--- src/rtl/bsrc_pkg.sv ---
// Package: shared types and constants of the banker's algorithm engine.
`default_nettype none
package bsrc_pkg;
  localparam int MaxProcs = 8;
  localparam int MaxRes = 4;
  localparam int CountWidth = 16;
  localparam int PW = $clog2(MaxProcs);
  localparam int RW = $clog2(MaxRes);
  localparam int WorkWidth = CountWidth + PW + 1;

  typedef enum logic [1:0] {
    REQ_LOAD_PROC = 2'd0,
    REQ_LOAD_AVAIL = 2'd1,
    REQ_ELEMENT = 2'd2,
    REQ_CHECK = 2'd3
  } req_type_e;

  typedef enum logic [2:0] {
    ST_LOADED = 3'd0,
    ST_LOAD_REJ = 3'd1,
    ST_SAFE = 3'd2,
    ST_UNSAFE = 3'd3,
    ST_GRANTED = 3'd4,
    ST_EXC_NEED = 3'd5,
    ST_EXC_AVAIL = 3'd6,
    ST_DENIED = 3'd7
  } status_e;

  typedef enum logic [1:0] {
    CFG_NUM_PROCS = 2'd0,
    CFG_NUM_RES = 2'd1
  } cfg_idx_e;

  typedef enum logic [3:0] {
    S_IDLE, S_CHK_NEED, S_CHK_AVAIL, S_GRANT, S_SCAN_INIT, S_SCAN_TEST,
    S_SCAN_ADD, S_SCAN_END, S_ROLLBACK, S_EMIT, S_OUT_WAIT
  } fsm_e;

  typedef struct packed {
    logic [2:0] status;
    logic [2:0] seq_process;
    logic       last_result;
  } result_t;

  typedef struct packed {
    logic [1:0]  req_type;
    logic [2:0]  process_index;
    logic [1:0]  resource_index;
    logic [15:0] max_claim;
    logic [15:0] amount;
    logic        last;
  } item_t;
endpackage
`default_nettype wire

--- src/rtl/bsrc_cmp.sv ---
// Shared unit: one compare and one add or subtract per cycle.
`default_nettype none
module bsrc_cmp (
  input  wire logic [bsrc_pkg::WorkWidth-1:0] a_i,
  input  wire logic [bsrc_pkg::WorkWidth-1:0] b_i,
  input  wire logic                           sub_i,
  output logic                                gt_o,
  output logic [bsrc_pkg::WorkWidth-1:0]      sum_o
);
  import bsrc_pkg::*;
  assign gt_o = a_i > b_i;
  assign sum_o = sub_i ? a_i - b_i : a_i + b_i;
endmodule
`default_nettype wire

--- config.mk ---
export PLATFORM = sky130hd
export DESIGN_NAME = bsrc_cmp
export DESIGN_NICKNAME = d
export VERILOG_FILES = /design/src/rtl/bsrc_pkg.sv /design/src/rtl/bsrc_cmp.sv
export SDC_FILE = /design/constraint.sdc
export NUM_CORES = 1
export LEC_CHECK = 0
export BUFFER_PORTS_ARGS = -buffer_cell sky130_fd_sc_hd__buf_2
export CAP_MARGIN = 25
export CORE_MARGIN = 5
export CORE_UTILIZATION = 37
export DETAILED_ROUTE_END_ITERATION = 10
export PLACE_DENSITY = 0.65
export SYNTH_ARGS = -nofsm -noshare
export SYNTH_HDL_FRONTEND = slang
export SYNTH_SLANG_ARGS = --single-unit
export TNS_END_PERCENT = 20
--- constraint.sdc ---
create_clock -name vclk -period 10.6
set_clock_uncertainty 0.15 [all_clocks]
set_input_delay 2.65 -clock vclk [all_inputs]
set_output_delay 2.65 -clock vclk [all_outputs]
set_load 0.005 [all_outputs]
# Yosys cells after proc, flatten, opt, wreduce, memory -nomap -nowiden
# Index checks and enable logic that the tools add are counted.
# Widths: inputs -> output; s select.
# word_totals
inputBits	41
output_inout_bits	21
register_bits	0
word_cells	4
# op_classes
n_mux	1
add_sub_neg	2
magnitude_cmp	1
# op_table
op	n
$add 20x20->20	1
$gt 20x20->1	1
$mux 20	1
$sub 20x20->20	1

# Logic depth before layout (Yosys ltp)
# Gate-level depths: netlist of run 1.
# logic_depth
depth_word	2
depth_mapped	10

# Least setup slack after synthesis of run 1
# No wires, ideal clock.
# synth_path
kind	input -> output
start	input b_i[9] (netlist name)
end	output sum_o[19] (netlist name)
required_time_ps	7800
arrival_ps	4386
cell_stages	10
setup_slack_ps	3414
path_cell_list	inv_1 ha_1 buf_6 and3_1 a211o_1 a32o_2 a31oi_4 o311ai_1 a22oi_2 xnor2_1
# synth_via
elab_chain_len	2
# synth_rtl
element	line_no	text
from (decl)	bsrc_cmp.sv:5	input wire logic [bsrc_pkg::WorkWidth-1:0] b_i,
$add 20x20->20 / $sub 20x20->20 (equally long branches)	bsrc_cmp.sv:12	assign sum_o = sub_i ? a_i - b_i : a_i + b_i;
$mux 20 *	bsrc_cmp.sv:12	
to (decl)	bsrc_cmp.sv:8	output logic [bsrc_pkg::WorkWidth-1:0] sum_o
# Every way passes the cells marked *; elsewhere a longest branch is shown, timed or not.

# Worst setup path in the final report of run 1
# layout_path
start	input a_i[0] (netlist name)
end	output sum_o[16] (netlist name)
# layout_via
elab_chain_len	2
# layout_rtl
element	line_no	text
from (decl)	bsrc_cmp.sv:4	input wire logic [bsrc_pkg::WorkWidth-1:0] a_i,
$add 20x20->20 / $sub 20x20->20 (equally long branches)	bsrc_cmp.sv:12	
$mux 20 *	bsrc_cmp.sv:12	
# Marked as above.

==> summary.txt, run 1 <==
Run status
  • Status: complete, no violations

Routing
  • Drt via density: 5.564
  • Starting DRT DRC Count: 94
  • DRT antenna net count: 0
  • Initial DRT Pass Iterations: 4
  • Final WL: 5.602 mm
  • Vias: 2270
  • Routed wire per std cell: 13.73 microns
  • DR DRC count: 0

Synth
  • Post-Syn Area per Cell: 6.822 sq um
  • Post-synthesis simple-gate area fraction: 19.60%
  • Post-synthesis mux area share: 0.5025%
  • Post-Syn Instances: 292
  • Total number of yosys warnings: 0
  • Cell variety after synth: 51
  • Combinational family with the most area after synthesis: compound AO/OA/AOI/OAI gates
  • Register area share after synthesis: 0%
  • Mapped Area: 1992 sq um
  • Adder-cell share of the synthesized area: 26.51%
  • XOR/XNOR Fraction of Synth Area: 7.915%
  • Synth Area in Compound Gates: 34.05%
  • Mapped Nets: 374

Clocking
  • # hold bufs at CTS: 0
  • Postcts setup bufs: 0
  • Post-CTS sizing: 0

Floorplanning
  • Die ar.: 6951 sq um
  • Die W: 83.37 microns
  • FP Rows: 26
  • Starting Density: 38.51%
  • Core box area: 5172 sq um
  • Io pins: 62
  • Overall die height: 83.37 microns

Setup path
  • CP Max Fanout: 3
  • Slowest-stage cell, CP: fa_1
  • Crit start category: input port
  • CP Data Arrival Time: 4900 ps
  • Crit path kind: input port to primary output
  • CP peak stage delay: 370 ps
  • Crit. End Element: primary output
  • Worst-path cell chain: buf_2 > ha_1 > inv_1 > fa_1 > o21bai_1 > a211oi_1 > o211a_1 > o31ai_1 > nand2b_1 > a32oi_1 > xnor2_1 > buf_2
  • Required time worst endpoint: 7800 ps
  • CP most frequent cell: buf_2

STA
  • Final setup TNS: 0 ps
  • Worst Slack Setup Final: 2896 ps
  • Worst-Margin Slew: 606.4 ps
  • Fin. Hold Viols: 0
  • Slew HR: 59.58%
  • Fmax: 129.8 MHz
  • Final setup fails: 0
  • Tmin final: 7704 ps
  • Final Cycle Share: 72.68%
  • Max-slew violation count: 0
  • RSZ-0062 raised after global routing: false

Global routing
  • Largest net degree at the start of global routing: 33
  • Remaining global-route overflow: 0
  • First-pass GRT wire length: 9.066 mm
  • Initial antenna violation count: 0
  • Vias in the first global route: 2109
  • Global Route Usage Sum: 14.55%

Cells and area
  • Diode count: 0
  • FF/Latch Area: 0 sq um
  • Layout cells sized above 1: 21.30%
  • Seq Cell Count: 0
  • Final Non-Filler Cells: 408
  • # clk buffers: 0
  • Fin area: 2305 sq um
  • Nets: 422
  • Area grow syn2layout: 15.70%
  • # fillers: 552

Place
  • Placed cell count: 408
  • Number of buffers added on ports: 62
  • Post-Place Setup Slack: 2939 ps
  • DP Area: 2305 sq um
  • Placer Congestion: 0.8991
  • DP HPWL: 4.562 mm

Run
  • Maxcap violations: 0

Pwr
  • Power density over cell area: 59.68 nW/um^2
  • Max IR drop VDD: 23.78 uV
  • Leakage: 1.166 nW
  • Total power: 0.1376 mW

Hold path
  • Hold Path Class: input port to primary output
metrics by stage:
stage,utilization (%),hold WS (ps)
after floorplan,-,5304
after global placement,44.56,5542
after detailed placement,44.56,5544
after CTS,44.56,5545
after global routing,44.56,5579
final,44.56,5536
cell families (layout without fill, tap and decap cells):
kind of cell | Yosys count | after routing
multiplexers | 1 | 1
adder cells (fa/ha/maj) | 41 | 41
XOR/XNOR | 18 | 18
AND/OR/NAND/NOR | 77 | 77
AO/OA/AOI/OAI | 101 | 101
buffers and inverters | 54 | 100
cell type report:
type	count	area (sq um)	share of cell area [%]
well taps	70	87.58	3.800
repair buffers	62	310.3	13.46
inverters	38	142.6	6.189
multi-input cells	238	1764	76.55
cells in the final DEF, fill, tap and decap left out, types with 6 or more instances in the layout:
cell type  count
a211oi_1       6
nor2b_1        7
nand2_1       15
nand3_1        6
a21oi_1       36
nor3_1         6
inv_1         35
ha_1          39
buf_2         62
o21ai_0       13
xnor2_1       15
nor2_1        20
per-layer routing:
layer	up-vias	routed length [microns]	track usage [%]	part of all wire, %
met2	98	2621	25.15	47
li1	1134	-	-	-
met3	6	404	1.782	7.2
met1	1032	2510	19.21	45
met5	-	0	0	0
met4	0	65	3.120	1.2
path summary, 6_finish.rpt:
path	slack [ps]	depth (start not counted)	from	to
min	5540	4	b_i[0]	sum_o[0]
max	2900	12	a_i[0]	sum_o[16]
worst max-delay path, delay by kind of cell:
kind	cells	cell delay [ps]
AO/OA/AOI/OAI	5	1190
XOR/XNOR	1	140
adder cells (fa/ha/maj)	2	530
buffers and inverters	3	270
AND/OR/NAND/NOR	1	110
power breakdown:
part,internal (mW),leakage (nW),switching (mW)
combinational,0.0598,1.17,0.0778
sequential,0,0,0
clock,0,0,0
cell usage after synthesis (2+ instances only):
cell type	n	share of area, %
o21ai_0	13	3.3
a21o_1	4	1.5
a211o_1	2	0.88
or4_1	2	0.75
o21a_1	3	1.1
and3_1	5	1.6
xor2_1	3	1.3
o31ai_1	5	1.9
buf_2	8	2.0
a211oi_1	6	2.3
nor4_1	4	1.3
buf_6	2	1.1
o211a_1	2	1.0
o21bai_1	4	1.5
o311ai_1	4	1.8
nand4_1	2	0.63
o211ai_1	4	1.5
fa_1	2	2.0
nand2b_1	3	0.94
a2111oi_0	2	0.88
nor3_1	6	1.5
inv_1	35	6.6
inv_2	3	0.57
ha_1	39	24
clkbuf_1	5	0.94
nand3_1	6	1.5
o21ai_1	5	1.3
a21oi_1	36	9.0
xnor2_1	15	6.6
or3_1	2	0.63
nor2_1	20	3.8
nand2_1	15	2.8
nor2b_1	7	2.2
Power figures use the tool's default switching activity.
==> run 2, diff against run 1 <==
--- a/config.mk
+++ b/config.mk
@@ -10,7 +10,7 @@
 export CORE_MARGIN = 5
 export CORE_UTILIZATION = 37
 export DETAILED_ROUTE_END_ITERATION = 10
-export PLACE_DENSITY = 0.65
+export PLACE_DENSITY = 0.67
 export SYNTH_ARGS = -nofsm -noshare
 export SYNTH_HDL_FRONTEND = slang
 export SYNTH_SLANG_ARGS = --single-unit
==> constraint.sdc (replaced) <==
create_clock -name vclk -period 6.7
set_clock_uncertainty 0.15 [all_clocks]
set_input_delay 1.675 -clock vclk [all_inputs]
set_output_delay 1.675 -clock vclk [all_outputs]
set_load 0.005 [all_outputs]
==> run 2 against run 1 <==
Net effect:
- critical path type unchanged
- first-iteration DRC count increased by 33%
- final cell count unchanged
- sequential share of layout area unchanged
- via count decreased by 2.2%
- critical path depth unchanged
- critical endpoint unchanged
- utilization unchanged
- non-clock buffer count unchanged
- largest cell class unchanged
- die area unchanged
- routed wire length decreased by 2.7%
- sequential cell count unchanged
- combinational power increased by 57%
==> summary.txt, run 2 (synthesis gave the netlist of run 1 again) <==
Global routing
  • First-pass GRT wire length: 9.121 mm (+0.61%)
  • Vias in the first global route: 2072 (-1.8%)
  • Initial antenna violation count: 0 (unchanged)
  • Remaining global-route overflow: 0 (unchanged)
  • Largest net degree at the start of global routing: 33 (unchanged)
  • Global Route Usage Sum: 14.67% (+0.12 points)

Routing
  • Drt via density: 5.439 (-2.2%)
  • Initial DRT Pass Iterations: 4 (unchanged)
  • Final WL: 5.448 mm (-2.7%)
  • Routed wire per std cell: 13.35 microns (-2.7%)
  • Starting DRT DRC Count: 125 (+33%)
  • Vias: 2219 (-2.2%)
  • DRT antenna net count: 0 (unchanged)
  • DR DRC count: 0 (unchanged)

Floorplanning
  • Die W: 83.37 microns (unchanged)
  • Core box area: 5172 sq um (unchanged)
  • Overall die height: 83.37 microns (unchanged)
  • Io pins: 62 (unchanged)
  • FP Rows: 26 (unchanged)
  • Die ar.: 6951 sq um (unchanged)
  • Starting Density: 38.51% (unchanged)

Pwr
  • Max IR drop VDD: 37.33 uV (+57%)
  • Part of the power in registers: 0% (unchanged)
  • Pint: 0.09455 mW (+58%)
  • Gate power share: 100.0% (about the same)
  • Psw: 0.1213 mW (+56%)
  • Switching Share: 56.21% (-0.34 points)
  • Power density over cell area: 93.68 nW/um^2 (+57%)
  • Clock power frac: 0% (unchanged)
  • Leakage: 1.166 nW (unchanged)

Setup path
  • Crit path kind: input port to primary output
  • CP Max Fanout: 3 (unchanged)
  • Crit. End Element: primary output
  • CP Data Arrival Time: 3930 ps (-970 ps)
  • Required time worst endpoint: 4880 ps (-2920 ps)
  • Crit start category: input port

Cells and area
  • Fin area: 2305 sq um (unchanged)
  • Most frequent cells in the layout: buf_2 (62), ha_1 (39), a21oi_1 (36), inv_1 (35), nor2_1 (20)
  • Layout cells sized above 1: 21.30% (unchanged)
  • FF/Latch Area: 0 sq um (unchanged)
  • Fin util: 44.56% (unchanged)
  • Final Non-Filler Cells: 408 (unchanged)
  • Seq Cell Count: 0 (unchanged)
  • Commonest non-fill, non-tap cell in the layout: buf_2
  • Area grow syn2layout: 15.70% (unchanged)
  • Nets: 422 (unchanged)
  • # clk buffers: 0 (unchanged)
  • Diode count: 0 (unchanged)

Run status
  • Status: complete, no violations

Clocking
  • # hold bufs at CTS: 0 (unchanged)
  • Post-CTS sizing: 0 (unchanged)
  • Postcts setup bufs: 0 (unchanged)

STA
  • Max-slew violation count: 0 (unchanged)
  • Tmin final: 5753 ps
  • Fmax: 173.8 MHz
  • Fin. Hold Viols: 0 (unchanged)
  • Worst-Margin Slew: 586.8 ps (-19.52 ps)
  • Slew HR: 60.88% (+1.3 points)
  • Final Cycle Share: 85.86%
  • RSZ-0062 raised after global routing: false
  • Final setup fails: 0 (unchanged)
  • Final setup TNS: 0 ps (unchanged)

Place
  • Placer Congestion: 0.9321 (+3.7%)
  • Number of buffers added on ports: 62 (unchanged)
  • DP Area: 2305 sq um (unchanged)
  • Placed cell count: 408 (unchanged)
  • DP HPWL: 4.508 mm (-1.2%)

Hold path
  • Hold Path Class: input port to primary output

Run
  • Maxcap violations: 0 (unchanged)
## run 2: cell counts in the layout (fill, tap and decap cells not counted)
No cell type changed its count.
## run 2: worst max-delay path, stage by stage
cell and delay, ps:
buf_2 90, ha_1 160, inv_1 60, fa_1 380, o21bai_1 210, a211oi_1 130, o211a_1 270, o31ai_1 330
nand2b_1 110, a32oi_1 230, xnor2_1 150, buf_2 130
## run 2: stage by stage
stage / setup slack (ps) / hold WS (ps) / power, mW
after detailed placement: 982.9 / 3583 / 0.2152
final: 947.4 / 3578 / 0.2159
after global routing: 794.8 / 3615 / 0.2406
after CTS: 962.3 / 3584 / 0.2164
after global placement: 986.8 / 3589 / 0.2141
after floorplan: 1464 / 3354 / 0.1465
## run 2: metal layers
metal	vias to the layer above	routed length [microns]	global-route usage, %
met1	1002	2468	20.20
met4	0	49	1.634
met5	-	0	0
met2	74	2517	24.93
met3	6	412	1.980
li1	1137	-	-
## run 2: path summary, 6_finish.rpt
check / from / end / slack [ps] / depth (start not counted)
min: b_i[0] / sum_o[0] / 3580 / 4
max: a_i[0] / sum_o[16] / 950 / 12
## run 2: cell type report
| cell class | count | area [sq um] |
|---|---|---|
| fillers | 552 | 2868 |
| inverters | 38 | 142.6 |
| repair buffers | 62 | 310.3 |
| multi-input cells | 238 | 1764 |
| well taps | 70 | 87.58 |
## run 2: power by group through the flow
| stage | clock network, mW | registers, mW | logic (mW) |
|---|---|---|---|
| 2_1_floorplan | 0 | 0 | 0.146 |
| 4_1_cts | 0 | 0 | 0.216 |
| 6_report | 0 | 0 | 0.216 |
| 5_1_grt | 0 | 0 | 0.241 |
| 3_3_place_gp | 0 | 0 | 0.214 |
| 3_5_place_dp | 0 | 0 | 0.215 |
